$ cat src/rtl/pad_pkg.sv
package pad_pkg;

	// Field and accumulator widths
	localparam int SAMPLE_BITS = 10;
	localparam int FRAC_BITS   = 14;
	localparam int MOM_FRAC    = 12;
	localparam int MEAN_W      = SAMPLE_BITS + FRAC_BITS;
	localparam int MOM_W       = 2 * SAMPLE_BITS + MOM_FRAC;
	localparam int OUT_W       = 18;
	localparam int OUT_SHIFT   = FRAC_BITS - 8;
	localparam int P_DEPTH     = 256;
	localparam int P_W         = 16;
	localparam int CNT_W       = 7;

	// Shared multiplier widths
	localparam int MUL_A_W = 32;
	localparam int MUL_B_W = 24;
	localparam int MUL_P_W = MUL_A_W + MUL_B_W;

	// Iterative unit widths
	localparam int ITER_W = 48;
	localparam int QUOT_W = 40;
	localparam int ROOT_W = 24;

	// Configuration register indexes
	localparam logic [1:0] CFG_BETA   = 2'd0;
	localparam logic [1:0] CFG_LAMBDA = 2'd1;
	localparam logic [1:0] CFG_TRAIN  = 2'd2;
	localparam logic [1:0] CFG_KMUL   = 2'd3;

	localparam logic [15:0] BETA_RESET   = 16'd6554;
	localparam logic [15:0] LAMBDA_RESET = 16'd5243;
	localparam logic [6:0]  TRAIN_RESET  = 7'd6;
	localparam logic [3:0]  KMUL_RESET   = 4'd3;

	typedef enum logic [0:0] {
		OP_DIV,
		OP_SQRT
	} iter_op_t;

	typedef struct packed {
		logic       start;
		iter_op_t   op;
		logic [5:0] steps;
	} iter_req_t;

	typedef struct packed {
		logic              done;
		logic [QUOT_W-1:0] quot;
		logic [ROOT_W-1:0] root;
	} iter_rsp_t;

	typedef enum logic [4:0] {
		ST_IDLE,
		ST_SQ,
		ST_BRANCH,
		ST_TR_MEAN,
		ST_TR_MEAN_WAIT,
		ST_TR_MOM,
		ST_TR_MOM_WAIT,
		ST_DT_K,
		ST_DT_Z,
		ST_DT_P,
		ST_DT_BP,
		ST_DT_W,
		ST_DT_XW,
		ST_DT_MW,
		ST_DT_MEAN,
		ST_DT_MOMW,
		ST_DT_MOM,
		ST_SIG_MUL,
		ST_SIG_VAR,
		ST_SIG_WAIT,
		ST_OUT
	} state_t;

	typedef logic [P_DEPTH-1:0][P_W-1:0] p_table_t;

	// Gaussian density table, exp(-z^2/2)/sqrt(2*pi) in Q0.16 over z in [0, 8).
	function automatic p_table_t build_p_table();
		longint unsigned a;
		longint unsigned a2;
		longint unsigned a3;
		longint unsigned q;
		longint unsigned qq;
		longint unsigned e;
		longint unsigned r;
		longint unsigned v;
		p_table_t t;
		a  = (64'd32 << 30) / (P_DEPTH * P_DEPTH);
		a2 = (a * a) >> 30;
		a3 = (a2 * a) >> 30;
		q  = (64'd1 << 30) - a + (a2 >> 1) - a3 / 6;
		qq = (q * q) >> 30;
		e  = 64'd1 << 30;
		r  = q;
		for (int i = 0; i < P_DEPTH; i++) begin
			v    = (e * 64'd26145 + (64'd1 << 29)) >> 30;
			t[i] = v[P_W-1:0];
			e    = (e * r) >> 30;
			r    = (r * qq) >> 30;
		end
		return t;
	endfunction

	localparam p_table_t P_TABLE = build_p_table();

endpackage

$ cat src/rtl/pad_in_if.sv
interface pad_in_if;
	logic                         valid;
	logic                         ready;
	logic [pad_pkg::SAMPLE_BITS-1:0] sample;

	modport source (output valid, output sample, input ready);
	modport sink (input valid, input sample, output ready);
endinterface

$ cat src/rtl/pad_out_if.sv
interface pad_out_if;
	logic                      valid;
	logic                      ready;
	logic                      anomaly;
	logic                      in_training;
	logic [pad_pkg::OUT_W-1:0] mean_out;
	logic [pad_pkg::OUT_W-1:0] sigma_out;

	modport source (output valid, output anomaly, output in_training, output mean_out,
		output sigma_out, input ready);
	modport sink (input valid, input anomaly, input in_training, input mean_out,
		input sigma_out, output ready);
endinterface

$ cat src/rtl/pad_mul.sv
module pad_mul (
	input  logic                        clk,
	input  logic [pad_pkg::MUL_A_W-1:0] a,
	input  logic [pad_pkg::MUL_B_W-1:0] b,
	output logic [pad_pkg::MUL_P_W-1:0] prod
);

	// Shared multiplier with a registered product.
	always_ff @(posedge clk) begin
		prod <= {{pad_pkg::MUL_B_W{1'b0}}, a} * {{pad_pkg::MUL_A_W{1'b0}}, b};
	end

endmodule

$ cat src/rtl/pad_iter.sv
module pad_iter (
	input  logic                       clk,
	input  logic                       arst_n,
	input  pad_pkg::iter_req_t         req,
	input  logic [pad_pkg::ITER_W-1:0] num,
	input  logic [pad_pkg::ROOT_W-1:0] divisor,
	output pad_pkg::iter_rsp_t         rsp
);

	logic                       busy_q;
	logic                       done_q;
	logic [5:0]                 cnt_q;
	pad_pkg::iter_op_t          op_q;
	logic [pad_pkg::ITER_W-1:0] acc_q;
	logic [26:0]                rem_q;
	logic [pad_pkg::ROOT_W-1:0] div_q;
	logic [pad_pkg::ROOT_W-1:0] root_q;

	logic [26:0] div_sh;
	logic        div_ge;
	logic [26:0] div_rem;
	logic [26:0] sq_sh;
	logic [26:0] sq_trial;
	logic        sq_ge;
	logic [26:0] sq_rem;

	// One restoring division bit, numerator taken from the top of the shift register.
	always_comb begin
		div_sh  = {rem_q[25:0], acc_q[pad_pkg::ITER_W-1]};
		div_ge  = div_sh >= {3'b0, div_q};
		div_rem = div_ge ? div_sh - {3'b0, div_q} : div_sh;
	end

	// One square root digit, two radicand bits per step.
	always_comb begin
		sq_sh    = {rem_q[24:0], acc_q[pad_pkg::ITER_W-1 -: 2]};
		sq_trial = {1'b0, root_q, 2'b01};
		sq_ge    = sq_sh >= sq_trial;
		sq_rem   = sq_ge ? sq_sh - sq_trial : sq_sh;
	end

	// Step counter and completion flag.
	always_ff @(posedge clk or negedge arst_n) begin
		if (!arst_n) begin
			busy_q <= 1'b0;
			done_q <= 1'b0;
			cnt_q  <= '0;
			op_q   <= pad_pkg::OP_DIV;
		end else begin
			done_q <= 1'b0;
			if (req.start) begin
				busy_q <= 1'b1;
				cnt_q  <= req.steps;
				op_q   <= req.op;
			end else if (busy_q) begin
				cnt_q <= cnt_q - 6'd1;
				if (cnt_q == 6'd1) begin
					busy_q <= 1'b0;
					done_q <= 1'b1;
				end
			end
		end
	end

	// Working registers of the shared divide and root unit.
	always_ff @(posedge clk) begin
		if (req.start) begin
			acc_q  <= num;
			rem_q  <= '0;
			root_q <= '0;
			div_q  <= divisor;
		end else if (busy_q) begin
			case (op_q)
				pad_pkg::OP_DIV: begin
					acc_q <= {acc_q[pad_pkg::ITER_W-2:0], div_ge};
					rem_q <= div_rem;
				end
				default: begin
					acc_q  <= {acc_q[pad_pkg::ITER_W-3:0], 2'b00};
					rem_q  <= sq_rem;
					root_q <= {root_q[pad_pkg::ROOT_W-2:0], sq_ge};
				end
			endcase
		end
	end

	assign rsp.done = done_q;
	assign rsp.quot = acc_q[pad_pkg::QUOT_W-1:0];
	assign rsp.root = root_q;

endmodule

$ cat src/rtl/pewma_anomaly_detector.sv
// Channel   Direction  Payload
// in_ch     sink       sample[9:0]
// out_ch    source     anomaly, in_training, mean_out[17:0], sigma_out[17:0]
// cfg       write      cfg_we, cfg_index[1:0], cfg_data[15:0]
//
// The bit-serial divide and root unit takes 40 steps per training division, 29 for the
// z score and 24 for the root.
// After reset the block is ready at once; the sequencer, configuration, filter state and
// output valid return to their reset values, but the per-sample and output data registers do not.
// A new sample is taken only when the sequencer is idle; a result waiting on out_ch
// stalls the sequencer before it writes the output register.
module pewma_anomaly_detector (
	input  logic     clk,
	input  logic     arst_n,
	pad_in_if.sink   in_ch,
	pad_out_if.source out_ch,
	input  logic        cfg_we,
	input  logic [1:0]  cfg_index,
	input  logic [15:0] cfg_data
);

	pad_pkg::state_t state_q;
	pad_pkg::state_t state_d;

	logic [15:0] beta_q;
	logic [15:0] lambda_q;
	logic [6:0]  train_q;
	logic [3:0]  kmul_q;

	logic [pad_pkg::MEAN_W-1:0] mean_q;
	logic [pad_pkg::MOM_W-1:0]  moment_q;
	logic [pad_pkg::MEAN_W-1:0] sigma_q;
	logic [pad_pkg::CNT_W-1:0]  count_q;
	logic                       seeded_q;

	logic [pad_pkg::SAMPLE_BITS-1:0] x_q;
	logic [pad_pkg::MOM_W-1:0]       x2q_q;
	logic [pad_pkg::MEAN_W-1:0]      d_q;
	logic [7:0]                      idx_q;
	logic [pad_pkg::P_W-1:0]         p_q;
	logic [15:0]                     w_q;
	logic [pad_pkg::MUL_P_W-1:0]     acc_q;
	logic                            anomaly_q;
	logic                            training_q;

	logic                      out_valid_q;
	logic                      out_anomaly_q;
	logic                      out_training_q;
	logic [pad_pkg::OUT_W-1:0] out_mean_q;
	logic [pad_pkg::OUT_W-1:0] out_sigma_q;

	logic [pad_pkg::MUL_A_W-1:0] mul_a;
	logic [pad_pkg::MUL_B_W-1:0] mul_b;
	logic [pad_pkg::MUL_P_W-1:0] prod;

	pad_pkg::iter_req_t         iter_req;
	pad_pkg::iter_rsp_t         iter_rsp;
	logic [pad_pkg::ITER_W-1:0] iter_num;
	logic [pad_pkg::ROOT_W-1:0] iter_div;

	logic [pad_pkg::MEAN_W-1:0] xq;
	logic [pad_pkg::MOM_W-1:0]  x2q_c;
	logic [7:0]                 n_m1;
	logic [7:0]                 n_cur;
	logic                       in_train;
	logic [31:0]                tr_mean_num;
	logic [39:0]                tr_mom_num;
	logic [15:0]                bp;
	logic [16:0]                one_m_bp;
	logic [15:0]                w_c;
	logic [16:0]                one_m_w;
	logic [pad_pkg::MUL_P_W-1:0] blend;
	logic [pad_pkg::MOM_W-1:0]  msq;
	logic [pad_pkg::MOM_W-1:0]  var_c;
	logic                       out_free;
	logic                       in_fire;

	pad_mul u_mul (
		.clk  (clk),
		.a    (mul_a),
		.b    (mul_b),
		.prod (prod)
	);

	pad_iter u_iter (
		.clk     (clk),
		.arst_n  (arst_n),
		.req     (iter_req),
		.num     (iter_num),
		.divisor (iter_div),
		.rsp     (iter_rsp)
	);

	// Shared arithmetic terms.
	always_comb begin
		xq          = {x_q, {pad_pkg::FRAC_BITS{1'b0}}};
		x2q_c       = {prod[19:0], {pad_pkg::MOM_FRAC{1'b0}}};
		n_m1        = {1'b0, count_q} + 8'd1;
		n_cur       = {1'b0, count_q} + 8'd2;
		in_train    = count_q < train_q;
		tr_mean_num = prod[31:0] + {8'b0, xq};
		tr_mom_num  = prod[39:0] + {8'b0, x2q_q};
		bp          = prod[31:16];
		one_m_bp    = 17'h10000 - {1'b0, bp};
		w_c         = prod[31:16];
		one_m_w     = 17'h10000 - {1'b0, w_q};
		blend       = acc_q + prod;
		msq         = prod[47:16];
		var_c       = (moment_q >= msq) ? moment_q - msq : msq - moment_q;
		out_free    = !out_valid_q || out_ch.ready;
		in_fire     = in_ch.valid && in_ch.ready;
	end

	// Next state of the sequencer.
	always_comb begin
		state_d = state_q;
		unique case (state_q)
			pad_pkg::ST_IDLE:         if (in_ch.valid) state_d = pad_pkg::ST_SQ;
			pad_pkg::ST_SQ:           state_d = pad_pkg::ST_BRANCH;
			pad_pkg::ST_BRANCH: begin
				if (!seeded_q)     state_d = pad_pkg::ST_SIG_MUL;
				else if (in_train) state_d = pad_pkg::ST_TR_MEAN;
				else               state_d = pad_pkg::ST_DT_K;
			end
			pad_pkg::ST_TR_MEAN:      state_d = pad_pkg::ST_TR_MEAN_WAIT;
			pad_pkg::ST_TR_MEAN_WAIT: if (iter_rsp.done) state_d = pad_pkg::ST_TR_MOM;
			pad_pkg::ST_TR_MOM:       state_d = pad_pkg::ST_TR_MOM_WAIT;
			pad_pkg::ST_TR_MOM_WAIT:  if (iter_rsp.done) state_d = pad_pkg::ST_SIG_MUL;
			pad_pkg::ST_DT_K: begin
				if (sigma_q == '0) state_d = pad_pkg::ST_DT_P;
				else               state_d = pad_pkg::ST_DT_Z;
			end
			pad_pkg::ST_DT_Z:         if (iter_rsp.done) state_d = pad_pkg::ST_DT_P;
			pad_pkg::ST_DT_P:         state_d = pad_pkg::ST_DT_BP;
			pad_pkg::ST_DT_BP:        state_d = pad_pkg::ST_DT_W;
			pad_pkg::ST_DT_W:         state_d = pad_pkg::ST_DT_XW;
			pad_pkg::ST_DT_XW:        state_d = pad_pkg::ST_DT_MW;
			pad_pkg::ST_DT_MW:        state_d = pad_pkg::ST_DT_MEAN;
			pad_pkg::ST_DT_MEAN:      state_d = pad_pkg::ST_DT_MOMW;
			pad_pkg::ST_DT_MOMW:      state_d = pad_pkg::ST_DT_MOM;
			pad_pkg::ST_DT_MOM:       state_d = pad_pkg::ST_SIG_MUL;
			pad_pkg::ST_SIG_MUL:      state_d = pad_pkg::ST_SIG_VAR;
			pad_pkg::ST_SIG_VAR:      state_d = pad_pkg::ST_SIG_WAIT;
			pad_pkg::ST_SIG_WAIT:     if (iter_rsp.done) state_d = pad_pkg::ST_OUT;
			pad_pkg::ST_OUT:          if (out_free) state_d = pad_pkg::ST_IDLE;
			default:                  state_d = pad_pkg::ST_IDLE;
		endcase
	end

	// Operand selection for the multiplier and the iterative unit.
	always_comb begin
		mul_a    = '0;
		mul_b    = '0;
		iter_req = '0;
		iter_num = '0;
		iter_div = '0;
		unique case (state_q)
			pad_pkg::ST_SQ: begin
				mul_a = {22'b0, x_q};
				mul_b = {14'b0, x_q};
			end
			pad_pkg::ST_BRANCH: begin
				if (in_train) begin
					mul_a = {8'b0, mean_q};
					mul_b = {16'b0, n_m1};
				end else begin
					mul_a = {8'b0, sigma_q};
					mul_b = {20'b0, kmul_q};
				end
			end
			pad_pkg::ST_TR_MEAN: begin
				iter_req = '{start: 1'b1, op: pad_pkg::OP_DIV, steps: 6'd40};
				iter_num = {8'b0, tr_mean_num, 8'b0};
				iter_div = {16'b0, n_cur};
			end
			pad_pkg::ST_TR_MEAN_WAIT: begin
				mul_a = moment_q;
				mul_b = {16'b0, n_m1};
			end
			pad_pkg::ST_TR_MOM: begin
				iter_req = '{start: 1'b1, op: pad_pkg::OP_DIV, steps: 6'd40};
				iter_num = {tr_mom_num, 8'b0};
				iter_div = {16'b0, n_cur};
			end
			pad_pkg::ST_DT_K: begin
				if (sigma_q != '0) begin
					iter_req = '{start: 1'b1, op: pad_pkg::OP_DIV, steps: 6'd29};
					iter_num = {d_q, 24'b0};
					iter_div = sigma_q;
				end
			end
			pad_pkg::ST_DT_BP: begin
				mul_a = {16'b0, beta_q};
				mul_b = {8'b0, p_q};
			end
			pad_pkg::ST_DT_W: begin
				mul_a = {16'b0, lambda_q};
				mul_b = {7'b0, one_m_bp};
			end
			pad_pkg::ST_DT_XW: begin
				mul_a = {8'b0, xq};
				mul_b = {8'b0, w_c};
			end
			pad_pkg::ST_DT_MW: begin
				mul_a = {8'b0, mean_q};
				mul_b = {7'b0, one_m_w};
			end
			pad_pkg::ST_DT_MEAN: begin
				mul_a = x2q_q;
				mul_b = {8'b0, w_q};
			end
			pad_pkg::ST_DT_MOMW: begin
				mul_a = moment_q;
				mul_b = {7'b0, one_m_w};
			end
			pad_pkg::ST_SIG_MUL: begin
				mul_a = {8'b0, mean_q};
				mul_b = mean_q;
			end
			pad_pkg::ST_SIG_VAR: begin
				iter_req = '{start: 1'b1, op: pad_pkg::OP_SQRT, steps: 6'd24};
				iter_num = {var_c, 16'b0};
			end
			default: begin
			end
		endcase
	end

	// Sequencer state.
	always_ff @(posedge clk or negedge arst_n) begin
		if (!arst_n) begin
			state_q <= pad_pkg::ST_IDLE;
		end else begin
			state_q <= state_d;
		end
	end

	// Configuration registers.
	always_ff @(posedge clk or negedge arst_n) begin
		if (!arst_n) begin
			beta_q   <= pad_pkg::BETA_RESET;
			lambda_q <= pad_pkg::LAMBDA_RESET;
			train_q  <= pad_pkg::TRAIN_RESET;
			kmul_q   <= pad_pkg::KMUL_RESET;
		end else if (cfg_we) begin
			unique case (cfg_index)
				pad_pkg::CFG_BETA:   beta_q   <= cfg_data;
				pad_pkg::CFG_LAMBDA: lambda_q <= cfg_data;
				pad_pkg::CFG_TRAIN:  train_q  <= cfg_data[6:0];
				pad_pkg::CFG_KMUL:   kmul_q   <= cfg_data[3:0];
				default: begin
				end
			endcase
		end
	end

	// Filter state: mean, moment, sigma and the training counter.
	always_ff @(posedge clk or negedge arst_n) begin
		if (!arst_n) begin
			mean_q   <= '0;
			moment_q <= '0;
			sigma_q  <= pad_pkg::MEAN_W'(1 << pad_pkg::FRAC_BITS);
			count_q  <= '0;
			seeded_q <= 1'b0;
		end else begin
			case (state_q)
				pad_pkg::ST_BRANCH: begin
					if (!seeded_q) begin
						mean_q   <= xq;
						moment_q <= x2q_c;
						seeded_q <= 1'b1;
					end
				end
				pad_pkg::ST_TR_MEAN_WAIT: begin
					if (iter_rsp.done) mean_q <= iter_rsp.quot[pad_pkg::MEAN_W-1:0];
				end
				pad_pkg::ST_TR_MOM_WAIT: begin
					if (iter_rsp.done) begin
						moment_q <= iter_rsp.quot[pad_pkg::MOM_W-1:0];
						count_q  <= count_q + 7'd1;
					end
				end
				pad_pkg::ST_DT_MEAN: mean_q   <= blend[39:16];
				pad_pkg::ST_DT_MOM:  moment_q <= blend[47:16];
				pad_pkg::ST_SIG_WAIT: begin
					if (iter_rsp.done) sigma_q <= iter_rsp.root;
				end
				default: begin
				end
			endcase
		end
	end

	// Per-sample working registers.
	always_ff @(posedge clk) begin
		case (state_q)
			pad_pkg::ST_IDLE: begin
				if (in_fire) x_q <= in_ch.sample;
			end
			pad_pkg::ST_BRANCH: begin
				x2q_q      <= x2q_c;
				training_q <= !seeded_q || in_train;
				anomaly_q  <= 1'b0;
				d_q        <= (xq >= mean_q) ? xq - mean_q : mean_q - xq;
			end
			pad_pkg::ST_DT_K: begin
				anomaly_q <= {4'b0, d_q} >= prod[27:0];
				idx_q     <= 8'hFF;
			end
			pad_pkg::ST_DT_Z: begin
				if (iter_rsp.done) begin
					idx_q <= (iter_rsp.quot[28:8] != '0) ? 8'hFF : iter_rsp.quot[7:0];
				end
			end
			pad_pkg::ST_DT_P:    p_q   <= pad_pkg::P_TABLE[idx_q];
			pad_pkg::ST_DT_XW:   w_q   <= w_c;
			pad_pkg::ST_DT_MW:   acc_q <= prod;
			pad_pkg::ST_DT_MOMW: acc_q <= prod;
			default: begin
			end
		endcase
	end

	// Output register: one result transaction per sample.
	always_ff @(posedge clk or negedge arst_n) begin
		if (!arst_n) begin
			out_valid_q <= 1'b0;
		end else if (state_q == pad_pkg::ST_OUT && out_free) begin
			out_valid_q <= 1'b1;
		end else if (out_ch.ready) begin
			out_valid_q <= 1'b0;
		end
	end

	always_ff @(posedge clk) begin
		if (state_q == pad_pkg::ST_OUT && out_free) begin
			out_anomaly_q  <= anomaly_q;
			out_training_q <= training_q;
			out_mean_q     <= mean_q[pad_pkg::MEAN_W-1:pad_pkg::OUT_SHIFT];
			out_sigma_q    <= sigma_q[pad_pkg::MEAN_W-1:pad_pkg::OUT_SHIFT];
		end
	end

	assign in_ch.ready        = (state_q == pad_pkg::ST_IDLE);
	assign out_ch.valid       = out_valid_q;
	assign out_ch.anomaly     = out_anomaly_q;
	assign out_ch.in_training = out_training_q;
	assign out_ch.mean_out    = out_mean_q;
	assign out_ch.sigma_out   = out_sigma_q;

	// An accepted sample always starts the sequencer.
	a_start: assert property (@(posedge clk) disable iff (!arst_n)
		in_fire |=> state_q != pad_pkg::ST_IDLE)
		else $error("sample accepted but sequencer stayed idle");

	// A result only appears after the output state.
	a_out_src: assert property (@(posedge clk) disable iff (!arst_n)
		$rose(out_valid_q) |-> $past(state_q) == pad_pkg::ST_OUT)
		else $error("result raised outside the output state");

	// Training results never flag an anomaly.
	a_train_flag: assert property (@(posedge clk) disable iff (!arst_n)
		out_ch.valid |-> !(out_ch.anomaly && out_ch.in_training))
		else $error("anomaly flagged during training");

	// The divider is never started with a zero divisor.
	a_div_zero: assert property (@(posedge clk) disable iff (!arst_n)
		(iter_req.start && iter_req.op == pad_pkg::OP_DIV) |-> iter_div != '0)
		else $error("division started with zero divisor");

endmodule
$ cat src/flat_wrapper.sv
// flat-port wrapper written by rule: the top's interface ports become plain ports
module pewma_anomaly_detector_flat 
  (clk, arst_n, cfg_we, cfg_index, cfg_data, in_ch_valid, in_ch_sample, in_ch_ready, out_ch_valid, out_ch_anomaly, out_ch_in_training, out_ch_mean_out, out_ch_sigma_out, out_ch_ready);
  pad_in_if in_ch_i ();
  pad_out_if out_ch_i ();
  input  logic clk;
  input  logic arst_n;
  input  logic cfg_we;
  input  logic [1:0] cfg_index;
  input  logic [15:0] cfg_data;
  input wire logic [$bits(in_ch_i.valid)-1:0] in_ch_valid;
  input wire logic [$bits(in_ch_i.sample)-1:0] in_ch_sample;
  output wire logic [$bits(in_ch_i.ready)-1:0] in_ch_ready;
  output wire logic [$bits(out_ch_i.valid)-1:0] out_ch_valid;
  output wire logic [$bits(out_ch_i.anomaly)-1:0] out_ch_anomaly;
  output wire logic [$bits(out_ch_i.in_training)-1:0] out_ch_in_training;
  output wire logic [$bits(out_ch_i.mean_out)-1:0] out_ch_mean_out;
  output wire logic [$bits(out_ch_i.sigma_out)-1:0] out_ch_sigma_out;
  input wire logic [$bits(out_ch_i.ready)-1:0] out_ch_ready;
  assign in_ch_i.valid = in_ch_valid;
  assign in_ch_i.sample = in_ch_sample;
  assign in_ch_ready = in_ch_i.ready;
  assign out_ch_valid = out_ch_i.valid;
  assign out_ch_anomaly = out_ch_i.anomaly;
  assign out_ch_in_training = out_ch_i.in_training;
  assign out_ch_mean_out = out_ch_i.mean_out;
  assign out_ch_sigma_out = out_ch_i.sigma_out;
  assign out_ch_i.ready = out_ch_ready;
  pewma_anomaly_detector u_core (.clk(clk), .arst_n(arst_n), .in_ch(in_ch_i), .out_ch(out_ch_i), .cfg_we(cfg_we), .cfg_index(cfg_index), .cfg_data(cfg_data));
endmodule
$ cat config.mk
export PLATFORM = sky130hd
export DESIGN_NAME = pewma_anomaly_detector_flat
export DESIGN_NICKNAME = d
export VERILOG_FILES = /design/src/rtl/pad_pkg.sv /design/src/rtl/pad_in_if.sv /design/src/rtl/pad_out_if.sv /design/src/rtl/pad_mul.sv /design/src/rtl/pad_iter.sv /design/src/rtl/pewma_anomaly_detector.sv /design/src/flat_wrapper.sv
export SDC_FILE = /design/constraint.sdc
export NUM_CORES = 2
export LEC_CHECK = 0
export BUFFER_PORTS_ARGS = -buffer_cell sky130_fd_sc_hd__buf_2
export CORE_UTILIZATION = 39
export DETAILED_ROUTE_END_ITERATION = 8
export GPL_ROUTABILITY_DRIVEN = 0
export PLACE_DENSITY_LB_ADDON = 0.2
export SLEW_MARGIN = 20
export SYNTH_ARGS = -nofsm -noshare
export SYNTH_HDL_FRONTEND = slang
export SYNTH_SLANG_ARGS = --single-unit
$ cat constraint.sdc
create_clock -name clk -period 9.42 [get_ports clk]
set_input_delay 0.471 -clock clk [delete_from_list [all_inputs] [get_ports clk]]
set_output_delay 0.471 -clock clk [all_outputs]
set_load 0.05 [all_outputs]
==> impl_metrics.yaml <==
outcome:
  status: "finished clean"
worst_setup_path:
  path_buf_inv: 10
  reg2regPathDepth: 33
  path_delay_family: "adder cells"
  critical_path_class: "flop to flop"
  path_max_fanout: 15
  slowest_stage: "a221oi_1"
  cp_common_cell: "fa_1"
  cp-start-kind: "flop"
  critical_path_required_ps: 10040
  r2r_end: "u_core.u_mul.prod[42]"
  rr_startpoint: "u_core.state_q[4]"
  crit_arrival_ps: 9800
  reg2reg_setup_slack_ps: 240
  crit_path_max_incr_delay_ps: 840
  endpoint_kind: "flop"
sta:
  setup_viol: 0
  final_max_slew_viol_count: 0
  slew_headroom: 0.222
  final_hold_viol_count: 0
  worstMarginPinSlew_ps: 1170
  fin_skew_ps: 37.2
  fin_crit_sh: 0.974
  clock.fmax_ghz: 0.109
  finalCriticalPeriod_ps: 9180
clock_tree:
  cts.path.max_buffers: 3
  cts_buffers: 59
  h-tree-depth: 2
  clock_tree.root_cell: "clkbuf_16"
  clock_latency_ps: 690
  clock_sinks: 497
  path_clk_slew_ps: 70
  cts_tree: "done"
global_route:
  antenna_found_initial: 6
  grt_overflow: 0
  grt_pass1_wl_um: 333000
  first_global_vias: 50300
  grtUsageTotal: 0.296
  grt_max_degree: 97
routing:
  first_iter_violations: 5538
  wl_um: 226000
  routed_via_density: 5.84
  drt_pass1_iterations: 6
  vias: 50900
  postRouteAntennaNets: 0
  wl_per_cell_um: 25.9
  drc: 0
power:
  clkPwrFrac: 0.464
  seqPwrFrac: 0.453
  vdd_drop_max_mv: 0.144
  comb_power_share: 0.083
  power_uw: 5210
  leakage_uw: 0.0285
  power_density_mw_per_mm2: 80.2
  switching_share: 0.260
  p_sw_uw: 1350
  power.internal_uw: 3860
logic_synthesis:
  yosys_warnings: 0
  ys_ff_latch: 497
  synthesis.area_sq_mm: 0.0581
  synth_cells: 6595
  yosys-top-cells-count: "inv_1, nand2_1, fa_1"
  synth_top_cell_by_area: "fa_1"
  synth_most_common_cell: "inv_1"
  ys_seq_area_frac: 0.228
  ys_async_sr_fraction: 0.294
  synth_edf_count: 253
  synth.distinct_cells: 106
  synthFlopType: "edfxtp_1"
  synth_area_leaders: "fa_1, edfxtp_1, ha_1, inv_1, dfrtp_1"
  synth.top_cell.area_share: 0.220
  avgSynthCellArea_sq_um: 8.81
finish:
  area_growth_pct: 11.8
  drive_gt1_frac: 0.106
  finalNonFillerCells: 8715
  num-nets-final: 7803
  postLayoutCellArea_sq_mm: 0.0649
  utilization: 0.439
floorplanning:
  die_w_um: 388
  initial_utilization: 0.393
  core_area_sq_mm: 0.148
  die_h_um: 388
  fp-row-count: 141
  die_area_sq_mm: 0.150
  io_pins: 73
placement:
  place_hpwl_um: 181000
  io_buffers: 72
  dp_cells: 8563
  placed_area_sq_mm: 0.0622
hold_path:
  min_from: "cfg_data[15]"
  hold_path.class: "input port to flop"
  hold_depth: 2
  min_to: "u_core.beta_q[15]"
flow_run:
  maxCapViolCount: 0
==> power groups by stage <==
stage | combinational [uW] | sequential, uW | clock, uW
4_1_cts | 426 | 2360 | 2430
2_1_floorplan | 278 | 2390 | 0
5_1_grt | 473 | 2370 | 2520
3_5_place_dp | 417 | 2410 | 0
3_3_place_gp | 412 | 2410 | 0
6_report | 430 | 2360 | 2420
==> placed cells by master, fill, tap and decap left out, types with 21 or more instances in the layout <==
cell type  instances
inv_1           1030
nand2_1          787
fa_1             637
nor2_1           509
ha_1             400
a21oi_1          351
o21ai_0          285
buf_4            268
edfxtp_1         253
xnor2_1          171
dfrtp_1          125
a21o_1           114
dfxtp_1           98
nand3_1           81
a211oi_1          80
xor2_1            78
nor3_1            74
mux2i_1           74
buf_2             71
a22oi_1           67
mux2_2            62
and2_1            61
clkbuf_16         61
nand2b_1          56
a31oi_1           53
nand4_1           51
o21a_1            46
o21bai_1          43
a221oi_1          40
nor2b_1           34
a222oi_1          32
and3_1            31
nor4_1            30
or3_1             30
o221ai_1          30
buf_12            30
o211ai_1          25
a22o_1            21
o22ai_1           21
conb_1            21
==> metrics by stage <==
stage | hold WS (ps) | setup slack (ps) | TNS, ps
final | 45.1 | 241 | 0
after detailed placement | 419 | -171 | -406
after CTS | 34.0 | 11.3 | 0
after floorplan | 175 | 46.1 | 0
after global placement | 421 | 30.1 | 0
after global routing | 40.8 | -46.1 | -108
==> state kept, by name, indices dropped and copies added (netlist names), 24 cells and up <==
name / cells
u_core.acc_q: 48
u_core.mean_q: 24
u_core.sigma_q: 24
u_core.moment_q: 32
u_core.u_iter.acc_q: 48
u_core.u_iter.div_q: 24
u_core.u_iter.rem_q: 26
u_core.u_iter.root_q: 24
u_core.u_mul.prod: 48
u_core.d_q: 24
==> worst max path at each step <==
stage / start / to / slack (ps) / cells past startpoint
3_3_place_gp: u_core.train_q[1] / u_core.u_mul.prod[47] / 30 / 36
5_1_grt: u_core.train_q[1] / u_core.u_mul.prod[47] / -50 / 35
2_1_floorplan: u_core.state_q[4] / u_core.u_mul.prod[47] / 50 / 32
6_report: u_core.state_q[4] / u_core.u_mul.prod[42] / 240 / 33
4_1_cts: u_core.state_q[4] / u_core.u_mul.prod[44] / 10 / 38
3_5_place_dp: u_core.train_q[1] / u_core.u_mul.prod[47] / -170 / 36
==> final cells by class <==
| type | instances | area, sq um |
|---|---|---|
| inverters | 1041 | 3910 |
| diodes | 3 | 7.51 |
| well taps | 1930 | 2410 |
| clock buffers | 71 | 1540 |
| repair buffers | 397 | 3320 |
| multi-input cells | 4735 | 40100 |
| clock inverters | 41 | 459 |
| flip-flops and latches | 497 | 13200 |
| fillers | 14600 | 82900 |
==> metal layers <==
layer	part of all wire	track usage
met1	0.40	0.389
met2	0.45	0.466
met3	0.090	0.0543
met4	0.061	0.150
met5	0.00012	0
==> worst reg2reg max path, delay by kind of cell, from the launching register on <==
family / cells / cell delay [ps]
AO/OA/AOI/OAI: 7 / 2540
adder cells (fa/ha/maj): 8 / 3300
buffers and inverters: 10 / 1510
flip-flops: 1 / 380
AND/OR/NAND/NOR: 8 / 1400
==> kinds of logic (layout without fill, tap and decap cells) <==
logic type / after synthesis / in the layout / synth area share
and+or+nand+nor: 1829 / 1829 / 0.139
AOI/OAI and AO/OA: 1446 / 1446 / 0.168
buffers and inverters: 1382 / 1550 / 0.0922
adders and majority gates: 1039 / 1039 / 0.306
DFF: 497 / 497 / 0.228
xor gates and xnor gates: 249 / 249 / 0.0376
muxes: 151 / 151 / 0.0283
other: 2 / 24 / 0.000129
==> what timing repair did <==
| item | in CTS | in global routing |
|---|---|---|
| hold buffers | 11 | 0 |
| hold endpoints to repair | 40 | 0 |
| endpoints found under the setup margin | 3 | 14 |
| pin swaps | 0 | 38 |
| buffers inserted | 0 | 22 |
| gates resized for setup | 4 | 85 |
| gates cloned | 0 | 2 |
Note: power is estimated with default switching activity, not from simulation.
